File: config.mk
export PLATFORM = sky130hd
export DESIGN_NAME = square_marker_id_decoder_core
export DESIGN_NICKNAME = d
export VERILOG_FILES = /design/src/sv/smid_pkg.sv /design/src/sv/smid_dist.sv /design/src/sv/smid_sum.sv /design/src/sv/smid_pick.sv /design/src/sv/square_marker_id_decoder_core.sv
export VERILOG_INCLUDE_DIRS = /design/src /design/src/sv
export SDC_FILE = /design/constraint.sdc
export NUM_CORES = 1
export LEC_CHECK = 0
export CAP_MARGIN = 30
export CORE_UTILIZATION = 25
export DETAILED_ROUTE_END_ITERATION = 16
export DONT_BUFFER_PORTS = 1
export GPL_TIMING_DRIVEN = 0
export PLACE_DENSITY = 0.48
export SETUP_SLACK_MARGIN = 0.3
export SLEW_MARGIN = 30
export SYNTH_ARGS = -nofsm -noshare
export SYNTH_HDL_FRONTEND = slang
export SYNTH_SLANG_ARGS = --single-unit
File: constraint.sdc
create_clock -name clk_i -period 5.5 [get_ports clk_i]
set_input_delay 0.55 -clock clk_i [delete_from_list [all_inputs] [get_ports clk_i]]
set_output_delay 0.55 -clock clk_i [all_outputs]
set_load 0.005 [all_outputs]
File: src/sv/square_marker_id_decoder_core_assert.svh
// ----------------------------------------------------------------------------
// Square marker ID decoder assertion macros
// Shared concurrent assertion forms, clocked and disabled in reset.
// ----------------------------------------------------------------------------
`ifndef SQUARE_MARKER_ID_DECODER_CORE_ASSERT_SVH
`define SQUARE_MARKER_ID_DECODER_CORE_ASSERT_SVH

// same-cycle implication
`define SMID_ASSERT_SAME(label, clk, rst_n, ante, cons) \
  label: assert property (@(posedge clk) disable iff (!(rst_n)) (ante) |-> (cons)) \
    else $error("smid assertion failed");

// next-cycle implication
`define SMID_ASSERT_NEXT(label, clk, rst_n, ante, cons) \
  label: assert property (@(posedge clk) disable iff (!(rst_n)) (ante) |=> (cons)) \
    else $error("smid assertion failed");

`endif

File: src/sv/smid_pkg.sv
// ----------------------------------------------------------------------------
// smid_pkg
// Types, constants and grid functions of the square marker ID decoder.
// ----------------------------------------------------------------------------
package smid_pkg;

  localparam int unsigned NumRot    = 4;
  localparam int unsigned NumRows   = 5;
  localparam int unsigned NumWords  = 4;
  localparam int unsigned GridBits  = 25;
  localparam int unsigned IdBits    = 10;

  typedef logic [GridBits-1:0] grid_t;
  typedef logic [4:0]          row_t;
  typedef logic [2:0]          rdist_t;
  typedef logic [4:0]          dist_t;
  typedef logic [1:0]          rot_t;
  typedef logic [IdBits-1:0]   id_t;

  typedef rdist_t [NumRows-1:0] row_dists_t;

  localparam row_t RowWords [NumWords] = '{5'h09, 5'h1D, 5'h12, 5'h0E};

  localparam dist_t BorderFailDist = 5'd25;

  typedef struct packed {
    logic                      border_fail;
    grid_t                     grid;
    row_dists_t [NumRot-1:0]   rdist;
  } s1_t;

  typedef struct packed {
    logic                 border_fail;
    grid_t                grid;
    dist_t [NumRot-1:0]   sum;
  } s2_t;

  function automatic grid_t turn_cw(input grid_t g);
    grid_t o;
    o = '0;
    for (int i = 0; i < 5; i++) begin
      for (int j = 0; j < 5; j++) begin
        o[5*i+j] = g[5*(4-j)+i];
      end
    end
    return o;
  endfunction

  function automatic rdist_t row_distance(input row_t row);
    rdist_t best;
    rdist_t cnt;
    row_t   x;
    best = 3'd5;
    for (int w = 0; w < NumWords; w++) begin
      x   = row ^ RowWords[w];
      cnt = '0;
      for (int k = 0; k < 5; k++) begin
        cnt = cnt + {2'b00, x[k]};
      end
      if (cnt < best) best = cnt;
    end
    return best;
  endfunction

  function automatic id_t grid_id(input grid_t g);
    id_t v;
    v = '0;
    for (int r = 0; r < 5; r++) begin
      v[9-2*r] = g[5*r+1];
      v[8-2*r] = g[5*r+4];
    end
    return v;
  endfunction

endpackage

File: src/sv/smid_dist.sv
// ----------------------------------------------------------------------------
// smid_dist
// Stage 1: border check and per-row distances for all four rotations.
// ----------------------------------------------------------------------------
module smid_dist import smid_pkg::*; (
  input  logic        clk_i,
  input  logic        rst_ni,
  input  logic        valid_i,
  output logic        ready_o,
  input  logic [23:0] border_cells_i,
  input  grid_t       code_cells_i,
  output logic        valid_o,
  input  logic        ready_i,
  output s1_t         data_o
);

  logic  valid_q;
  s1_t   data_d, data_q;
  grid_t rot_grid [NumRot];

  assign ready_o = !valid_q || ready_i;

  always_comb begin
    rot_grid[0] = code_cells_i;
    for (int k = 1; k < NumRot; k++) begin
      rot_grid[k] = turn_cw(rot_grid[k-1]);
    end
    data_d.border_fail = |border_cells_i;
    data_d.grid        = code_cells_i;
    for (int k = 0; k < NumRot; k++) begin
      for (int r = 0; r < NumRows; r++) begin
        data_d.rdist[k][r] = row_distance(rot_grid[k][5*r +: 5]);
      end
    end
  end

  always_ff @(posedge clk_i or negedge rst_ni) begin
    if (!rst_ni) begin
      valid_q <= 1'b0;
    end else if (ready_o) begin
      valid_q <= valid_i;
    end
  end

  always_ff @(posedge clk_i) begin
    if (ready_o && valid_i) begin
      data_q <= data_d;
    end
  end

  assign valid_o = valid_q;
  assign data_o  = data_q;

endmodule

File: src/sv/smid_sum.sv
// ----------------------------------------------------------------------------
// smid_sum
// Stage 2: sum the five row distances of each rotation.
// ----------------------------------------------------------------------------
module smid_sum import smid_pkg::*; (
  input  logic clk_i,
  input  logic rst_ni,
  input  logic valid_i,
  output logic ready_o,
  input  s1_t  data_i,
  output logic valid_o,
  input  logic ready_i,
  output s2_t  data_o
);

  logic valid_q;
  s2_t  data_d, data_q;

  assign ready_o = !valid_q || ready_i;

  always_comb begin
    data_d.border_fail = data_i.border_fail;
    data_d.grid        = data_i.grid;
    for (int k = 0; k < NumRot; k++) begin
      data_d.sum[k] = '0;
      for (int r = 0; r < NumRows; r++) begin
        data_d.sum[k] = data_d.sum[k] + {2'b00, data_i.rdist[k][r]};
      end
    end
  end

  always_ff @(posedge clk_i or negedge rst_ni) begin
    if (!rst_ni) begin
      valid_q <= 1'b0;
    end else if (ready_o) begin
      valid_q <= valid_i;
    end
  end

  always_ff @(posedge clk_i) begin
    if (ready_o && valid_i) begin
      data_q <= data_d;
    end
  end

  assign valid_o = valid_q;
  assign data_o  = data_q;

endmodule

File: src/sv/smid_pick.sv
// ----------------------------------------------------------------------------
// smid_pick
// Stage 3: choose the first rotation with the least sum and read the ID.
// ----------------------------------------------------------------------------
module smid_pick import smid_pkg::*; (
  input  logic  clk_i,
  input  logic  rst_ni,
  input  logic  valid_i,
  output logic  ready_o,
  input  s2_t   data_i,
  output logic  valid_o,
  input  logic  ready_i,
  output logic  is_marker_o,
  output id_t   marker_id_o,
  output rot_t  rotation_o,
  output dist_t best_distance_o
);

  logic  valid_q;
  logic  is_marker_d, is_marker_q;
  id_t   marker_id_d, marker_id_q;
  rot_t  rotation_d, rotation_q;
  dist_t best_d, best_q;
  dist_t best;
  rot_t  best_rot;
  grid_t rot_grid [NumRot];

  assign ready_o = !valid_q || ready_i;

  always_comb begin
    rot_grid[0] = data_i.grid;
    for (int k = 1; k < NumRot; k++) begin
      rot_grid[k] = turn_cw(rot_grid[k-1]);
    end
    best     = data_i.sum[0];
    best_rot = '0;
    for (int k = 1; k < NumRot; k++) begin
      if (data_i.sum[k] < best) begin
        best     = data_i.sum[k];
        best_rot = rot_t'(k);
      end
    end
    if (data_i.border_fail) begin
      is_marker_d = 1'b0;
      marker_id_d = '0;
      rotation_d  = '0;
      best_d      = BorderFailDist;
    end else begin
      is_marker_d = (best == '0);
      marker_id_d = (best == '0) ? grid_id(rot_grid[best_rot]) : '0;
      rotation_d  = best_rot;
      best_d      = best;
    end
  end

  always_ff @(posedge clk_i or negedge rst_ni) begin
    if (!rst_ni) begin
      valid_q <= 1'b0;
    end else if (ready_o) begin
      valid_q <= valid_i;
    end
  end

  always_ff @(posedge clk_i) begin
    if (ready_o && valid_i) begin
      is_marker_q <= is_marker_d;
      marker_id_q <= marker_id_d;
      rotation_q  <= rotation_d;
      best_q      <= best_d;
    end
  end

  assign valid_o         = valid_q;
  assign is_marker_o     = is_marker_q;
  assign marker_id_o     = marker_id_q;
  assign rotation_o      = rotation_q;
  assign best_distance_o = best_q;

endmodule

File: src/sv/square_marker_id_decoder_core.sv
// ----------------------------------------------------------------------------
// square_marker_id_decoder_core
// Decodes a binarized 7x7 square marker into a 10-bit ID and rotation.
// ----------------------------------------------------------------------------
// Three register stages (row distances, per-rotation sums, best-rotation pick
// with output register) take one item per cycle while the output is not
// stalled; an item passes the distance, sum and pick registers in that order
// before its result reaches the outputs. Each stage holds its item under
// stall and takes a new one as soon as it is empty or its item moves on, so
// bubbles collapse behind a stalled output.
`include "square_marker_id_decoder_core_assert.svh"

module square_marker_id_decoder_core import smid_pkg::*; (
  input  logic        clk_i,
  input  logic        rst_ni,
  input  logic        in_valid_i,
  output logic        in_stall_o,
  input  logic [23:0] border_cells_i,
  input  logic [24:0] code_cells_i,
  output logic        out_valid_o,
  input  logic        out_stall_i,
  output logic        is_marker_o,
  output logic [9:0]  marker_id_o,
  output logic [1:0]  rotation_o,
  output logic [4:0]  best_distance_o
);

  logic s1_ready, s1_valid;
  logic s2_ready, s2_valid;
  logic s3_ready;
  s1_t  s1_data;
  s2_t  s2_data;

  smid_dist u_dist (
    .clk_i          (clk_i),
    .rst_ni         (rst_ni),
    .valid_i        (in_valid_i),
    .ready_o        (s1_ready),
    .border_cells_i (border_cells_i),
    .code_cells_i   (code_cells_i),
    .valid_o        (s1_valid),
    .ready_i        (s2_ready),
    .data_o         (s1_data)
  );

  smid_sum u_sum (
    .clk_i   (clk_i),
    .rst_ni  (rst_ni),
    .valid_i (s1_valid),
    .ready_o (s2_ready),
    .data_i  (s1_data),
    .valid_o (s2_valid),
    .ready_i (s3_ready),
    .data_o  (s2_data)
  );

  smid_pick u_pick (
    .clk_i           (clk_i),
    .rst_ni          (rst_ni),
    .valid_i         (s2_valid),
    .ready_o         (s3_ready),
    .data_i          (s2_data),
    .valid_o         (out_valid_o),
    .ready_i         (!out_stall_i),
    .is_marker_o     (is_marker_o),
    .marker_id_o     (marker_id_o),
    .rotation_o      (rotation_o),
    .best_distance_o (best_distance_o)
  );

  assign in_stall_o = !s1_ready;

  `SMID_ASSERT_SAME(a_marker_zero_dist, clk_i, rst_ni, out_valid_o && is_marker_o, best_distance_o == '0)
  `SMID_ASSERT_SAME(a_reject_zero_id, clk_i, rst_ni, out_valid_o && !is_marker_o, marker_id_o == '0)
  `SMID_ASSERT_SAME(a_rot_not_border, clk_i, rst_ni, out_valid_o && (rotation_o != '0), best_distance_o != BorderFailDist)
  `SMID_ASSERT_NEXT(a_drain_frees_in, clk_i, rst_ni, !out_valid_o && !s2_valid && !s1_valid, !in_stall_o)

endmodule
; Word level (Yosys, flattened, before mapping)
; Cells that the tools add are included.
; Widths: inputs -> output; s select.
[totals]
wordCells = 640
regBits = 153
[classes]
n_mux = 89
add_sub_neg = 336
n_reduce_logical = 14
bitwise = 82
n_lt_le_gt_ge = 84
[op_table]
columns = cell, count
row1 = $add 3x1->3, 240
row2 = $mux 3, 80
row3 = $lt 3x3->1, 60
row4 = $add 1x1->2, 80
row5 = $not 2->2, 40
row6 = $not 4->4, 20
row7 = $add 5x3->5, 12
row8 = $lt 3x3->1 const B, 20
row9 = $not 3->3, 20
row10 = $bmux 25 s2, 1
row11 = $mux 25, 2
row12 = $reduce_or 24->1, 1
row13 = $add 3x3->4, 4
row14 = $lt 5x5->1, 3
row15 = $mux 5, 3
row16 = $logic_not 1->1, 5
row17 = $logic_not 5->1, 1
row18 = $mux 2, 2
row19 = $ge 3x3->1 const B, 1
row20 = $logic_and 1x1->1, 3
row21 = $logic_or 1x1->1, 3
row22 = $not 2->3, 1
row23 = $reduce_or 2->1, 1
row24 = $mux 1, 1
row25 = $not 1->1, 1

; Longest topological paths before layout
[depth]
depth_word = 13
ltp_mapped = 25
ltp_nobuf = 24

; Hierarchy
; Synthesis repeated with hierarchy kept, for this count alone.
[hier_totals]
hier_cells = 1625
area_unflattened_um2 = 17643.2
[by_module_without_submodules]
columns = module, cells_per_inst, area_each_um2, n_inst, seq_area_each_um2
row1 = smid_dist, 1254, 13228.9, 1, 2607.5
row2 = smid_sum, 197, 2796.4, 1, 1406.3
row3 = smid_pick, 172, 1610.3, 1, 565.5
row4 = square_marker_id_decoder_core, 2, 7.5, 1, 0.0

; Least setup slack after synthesis
; No wires, ideal clock.
[synth_path]
kind = input to register
startpoint = in code_cells_i[2]
endpoint = reg u_dist.data_q, in the netlist u_dist.data_o[51] (data pin)
setup_slack_ns = 0.125
required_time_ns = 5.240
cell_stages = 23
arrival_time_ns = 5.115
path_cell_list = inv_1 -> ha_1 -> inv_1 -> fa_1 -> inv_1 -> ha_1 -> fa_1 -> nand2_1 -> ha_1 -> o21ai_0 -> a21oi_1 -> nor2_1 -> mux2_2 -> ha_1 -> nor2b_1 -> o21ai_0 -> nand2_1 -> mux2_2 -> ha_1 -> or3_1 -> o21ai_0 -> a21oi_1 -> mux2_2
[synth_lines]
columns = element, line_no
row1 = start: declaration, square_marker_id_decoder_core.sv:19  ; input logic [24:0] code_cells_i,
row2 = end signal: assignment, smid_dist.sv:47  ; data_q <= data_d;
row3 = end: declaration, smid_dist.sv:18  ; s1_t data_d, data_q;

; Worst setup path after layout
[layout_path]
startpoint = reg u_sum.data_q, in the netlist u_sum.data_o[7]
endpoint = reg u_pick.marker_id_q[7], in the netlist u_pick.marker_id_o[7] (data pin)
[layout_via]
elab_chain_len = 10
elab_cells_between_ends = 16
[layout_lines]
columns = element, line_no
row1 = start: declaration, smid_sum.sv:17  ; s2_t data_d, data_q;
row2 = start signal: assignment, smid_sum.sv:42  ; data_q <= data_d;
row3 = $lt 5x5->1, smid_pick.sv:38  ; if (data_i.sum[k] < best) begin
row4 = $mux 5, smid_pick.sv:38
row5 = $lt 5x5->1, smid_pick.sv:38
row6 = $mux 5, smid_pick.sv:38
row7 = $lt 5x5->1, smid_pick.sv:38
row8 = $mux 2, smid_pick.sv:38
row9 = $not 2->3 (implied by the code), smid_pick.sv:50  ; marker_id_d = (best == '0) ? grid_id(rot_grid[best_rot]) : '0;
row10 = $bmux 25 s2, smid_pick.sv:50
row11 = $mux 25 (implied by the code) (2 in a row), smid_pick.sv:50
row12 = end signal: assignment, smid_pick.sv:67  ; marker_id_q <= marker_id_d;
row13 = end: declaration, smid_pick.sv:21  ; id_t marker_id_d, marker_id_q;
; Several ways; a longest one is shown, not always the timed one. The select of a mux whose other input is x is not followed.
; A chain may end at the register's enable or synchronous reset.

==> summary.md <==
| Metric | Value |
|---|---|
| Share of the yosys chip area belonging to registers | `24.7%` |
| Die width | `273 µm` |
| Initial antenna violation count | `2` |
| Leading register cell type out of synthesis | `edfxtp_1` |
| Top sig layer | `met4` |
| Pwr per Cell Area | `597 nW/µm²` |
| Largest stage delay on the critical path | `0.46 ns` |
| CTS tree | `built` |
| Share of cells above drive strength 1 | `18.3%` |
| Compound-Gate Fraction of Synth Area | `11.5%` |
| Layout Cells excl Fill | `2893` |
| Hold_ws | `0.212 ns` |
| Number of synthesized flops with an enable pin | `148` |
| # placed instances | `2786` |
| Total track usage | `12.3%` |
| H-tree levels | `4` |
| Routed met3 length | `1480 µm` |
| Core Region | `72000 µm²` |
| Worst-margin pin slew | `0.727 ns` |
| Max_slew headroom | `51.5%` |
| Kind of cell adding the most delay to the critical path | `compound AO/OA/AOI/OAI gates` |
| DR WL met2 | `22900 µm` |
| Number of global-route vias before repair | `13600` |
| Worst path buffer plus inverter count | `3` |
| Num CTS Buffers | `17` |
| Post-detailed-placement half-perimeter wirelength | `37800 µm` |
| Synth warnings | `0` |
| CP Class | `register to register` |
| Die area | `74400 µm²` |
| Mux share of post-synthesis cell area | `5.65%` |
| Vias per cell | `4.42` |
| Main combinational cell family by area after synthesis | `adder cells` |
| Post-Synth XOR/XNOR Area | `0.573%` |
| Starting density of the core | `25.5%` |
| Crit start category | `register` |
| Mapped Area | `18300 µm²` |
| Crit. End Element | `register` |
| Mean Syn Cell Area | `10.0 µm²` |
| Clk_lat worst skew | `0.43 ns` |
| DRC errors left | `0` |
| Maximum vdd ir drop | `0.495 mV` |
| Post-synth ARST share | `1.99%` |
| CTS clk-pin slew, worst paths | `0.07 ns` |
| Worst hold path startpoint | `code_cells_i[8]` |
| Number of port buffers | `0` |
| Area of the multi-input gates | `13100 µm²` |
| Status | `completed` |
| GP Congestion | `0.855` |
| Ant. Diodes | `0` |
| Vias post-DR | `12800` |
| First-pass GRT wire length | `71200 µm` |
| Pleak | `0.00995 µW` |
| CTS Sinks | `151` |
| Register area | `4520 µm²` |
| Die height | `273 µm` |
| Setup TNS | `0 ns` |
| F_max | `191 MHz` |
| WP data required | `5.76 ns` |
| CTS root buf | `clkbuf_16` |
| Total power | `13100 µW` |
| Avg WL per Cell | `15.8 µm` |
| DRT antenna net count | `0` |
| Clock Skews | `0.00866 ns` |
| 1st-pass router iterations | `5` |
| Start point of the critical path | `u_sum.data_o[7]$_DFFE_PP_` |
| Count of cell types in the netlist | `52` |
| Final hold vios | `0` |
| Worst R2R Start | `u_sum.data_o[7]$_DFFE_PP_` |
| M1 WL | `20700 µm` |
| DR iter-0 viols | `542` |
| Fin nets | `2473` |
| Final setup vio count | `0` |
| Slowest library cell on the worst path | `edfxtp_1` |
| Final Cycle Share | `95.1%` |
| Flops & latches, synth | `151` |
| Crit-path max FO | `8` |
| Largest net degree at the start of global routing | `48` |
| Worst min-delay path class | `input port to register` |
| Max Slew Vio Count | `0` |
| Fill cells | `7291` |
| # IOs | `73` |
| Synth Net Count | `2376` |
| Routed Wire Length | `45800 µm` |
| Rows | `98` |
| Minimum clock period | `5.23 ns` |
| Adder-cell share of the synthesized area | `40.7%` |
| Gate Count Post-Synth | `1833` |
| RSZ-0062 raised after global routing | `true` |
| Layout area overhead | `20.0%` |
| Post-Synth Simple-Gate Area | `6.92%` |
| Max-cap violations | `0` |
| Global route overflow | `0` |
| Critical path arrival | `5.49 ns` |
| Crit-path cells | `ha_4 -> a211o_1 -> a21o_1 -> o21bai_4 -> mux2i_2 -> ha_1 -> a211oi_2 -> o21bai_1 -> o31a_1 -> buf_6 -> mux2_4 -> ha_4 -> nand2_2 -> o21ai_4 -> a41o_1 -> o41ai_4 -> or2_1 -> buf_6 -> buf_8 -> a211o_1 -> a211oi_4` |
| Buffer depth of the longest clock path | `2` |
[per-layer routing]
layer / track usage (%) / up-vias
li1: - / 6220
met1: 15.4 / 6348
met2: 21.7 / 178
met3: 1.83 / 35
met4: 3.39 / 0
met5: 0 / -
[sequential cells by signal (all words and copies together) (netlist names)]
| register | flops |
|---|---|
| u_dist.data_o | 85 |
| u_sum.data_o | 45 |
| u_pick.marker_id_o | 10 |
| u_pick.best_distance_o | 5 |
| u_pick.rotation_o | 2 |
| u_dist.valid_o | 1 |
| u_pick.is_marker_o | 1 |
| u_pick.valid_o | 1 |
| u_sum.valid_o | 1 |
[cell families (layout without fill, tap and decap cells)]
kind of cell               after synthesis  after routing
AOI/OAI and AO/OA                      327            327
xor gates and xnor gates                12             12
adders and majority gates              490            490
buffers and inverters                  480            590
DFF                                    151            151
muxes                                   97             97
and+or+nand+nor                        276            276
[path summary, 6_finish.rpt]
kind,end,slack (ns),cells past startpoint
max,u_pick.marker_id_o[7]$_SDFFCE_PP0P_,0.27,21
min,u_dist.data_o[68]$_DFFE_PP_,0.21,0
max reg2reg,u_pick.marker_id_o[7]$_SDFFCE_PP0P_,0.27,21
min reg2reg,u_sum.data_o[29]$_DFFE_PP_,0.42,0
max in group asynchronous,u_dist.valid_o$_DFFE_PN0N_,4.98,1
min in group asynchronous,u_pick.valid_o$_DFFE_PN0P_,0.37,1
[worst register-to-register path, stage by stage, from the launching register on]
cell and delay (ns):
edfxtp_1 0.46, ha_4 0.28, a211o_1 0.32, a21o_1 0.20, o21bai_4 0.21, mux2i_2 0.24, ha_1 0.29, a211oi_2 0.24
o21bai_1 0.13, o31a_1 0.36, buf_6 0.14, mux2_4 0.33, ha_4 0.28, nand2_2 0.06, o21ai_4 0.16, a41o_1 0.16
o41ai_4 0.10, or2_1 0.25, buf_6 0.15, buf_8 0.13, a211o_1 0.30, a211oi_4 0.28
[area by class of cell]
class / instances / share of cell area [%]
Multi-Input combinational cell: 1202 / 59.4
Tap cell: 950 / 5.40
Inverter: 455 / 8.10
Sequential cell: 151 / 20.5
Clock inverter: 15 / 0.648
Buffer: 25 / 0.745
Clock buffer: 17 / 1.93
Timing Repair Buffer: 78 / 3.20
[report_power, final]
group          internal, µW  switching (µW)  total (µW)
combinational          4700            5170        9870
sequential             1900             204        2110
clock                   635             526        1160
total                  7240            5900       13100
[cell usage after synthesis, drive strengths merged, types with 3 or more instances]
library cell / instances / area share, %
a211o: 11 / 0.53
a211oi: 11 / 0.70
a21boi: 9 / 0.37
a21o: 14 / 0.57
a21oi: 121 / 3.3
a31oi: 5 / 0.17
buf: 9 / 0.36
clkbuf: 16 / 0.33
dfrtp: 3 / 0.41
edfxtp: 148 / 24
fa: 178 / 19
ha: 312 / 21
inv: 455 / 9.3
mux2: 49 / 3.0
mux2i: 48 / 2.6
nand2: 53 / 1.1
nand2b: 3 / 0.14
nand4: 3 / 0.10
nor2: 118 / 2.4
nor2b: 33 / 1.1
nor3: 35 / 0.96
nor4: 8 / 0.31
o211ai: 4 / 0.19
o21ai: 80 / 2.2
o21ba: 16 / 0.87
o21bai: 21 / 0.92
o2bb2ai: 4 / 0.19
o31ai: 24 / 0.98
or2: 10 / 0.34
or3: 8 / 0.27
xnor2: 11 / 0.53
[metrics by stage]
stage          setup WS [ns]  utilization [%]  cell area (µm²)
6_report               0.269             30.6            22000
5_1_grt               0.0693             30.6            22000
4_1_cts                0.308             29.2            21000
3_5_place_dp          -0.263             28.1            20300
3_3_place_gp          -0.147             28.0            20200
2_1_floorplan          0.183                -            19000
[cell usage in the layout, fill, tap and decap left out, types with 24 or more instances in the layout]
cell type and n:
a21oi_1 92, a21oi_2 28, buf_4 70, edfxtp_1 148
fa_1 175, ha_1 248, ha_4 48, inv_1 425
mux2_4 43, mux2i_1 46, nand2_1 45, nor2_1 118
nor2b_1 31, nor3_1 35, o21ai_0 43, o21ai_1 29
o31ai_1 24
[timing repair]
item	in CTS	in global routing
buffers inserted	12	59
endpoints found under the hold margin	3	0
endpoints found under the setup margin	22	36
pin swaps	5	62
resized for setup	11	102
cloned	0	3
hold buffers	1	0
Power figures use the tool's default switching activity.
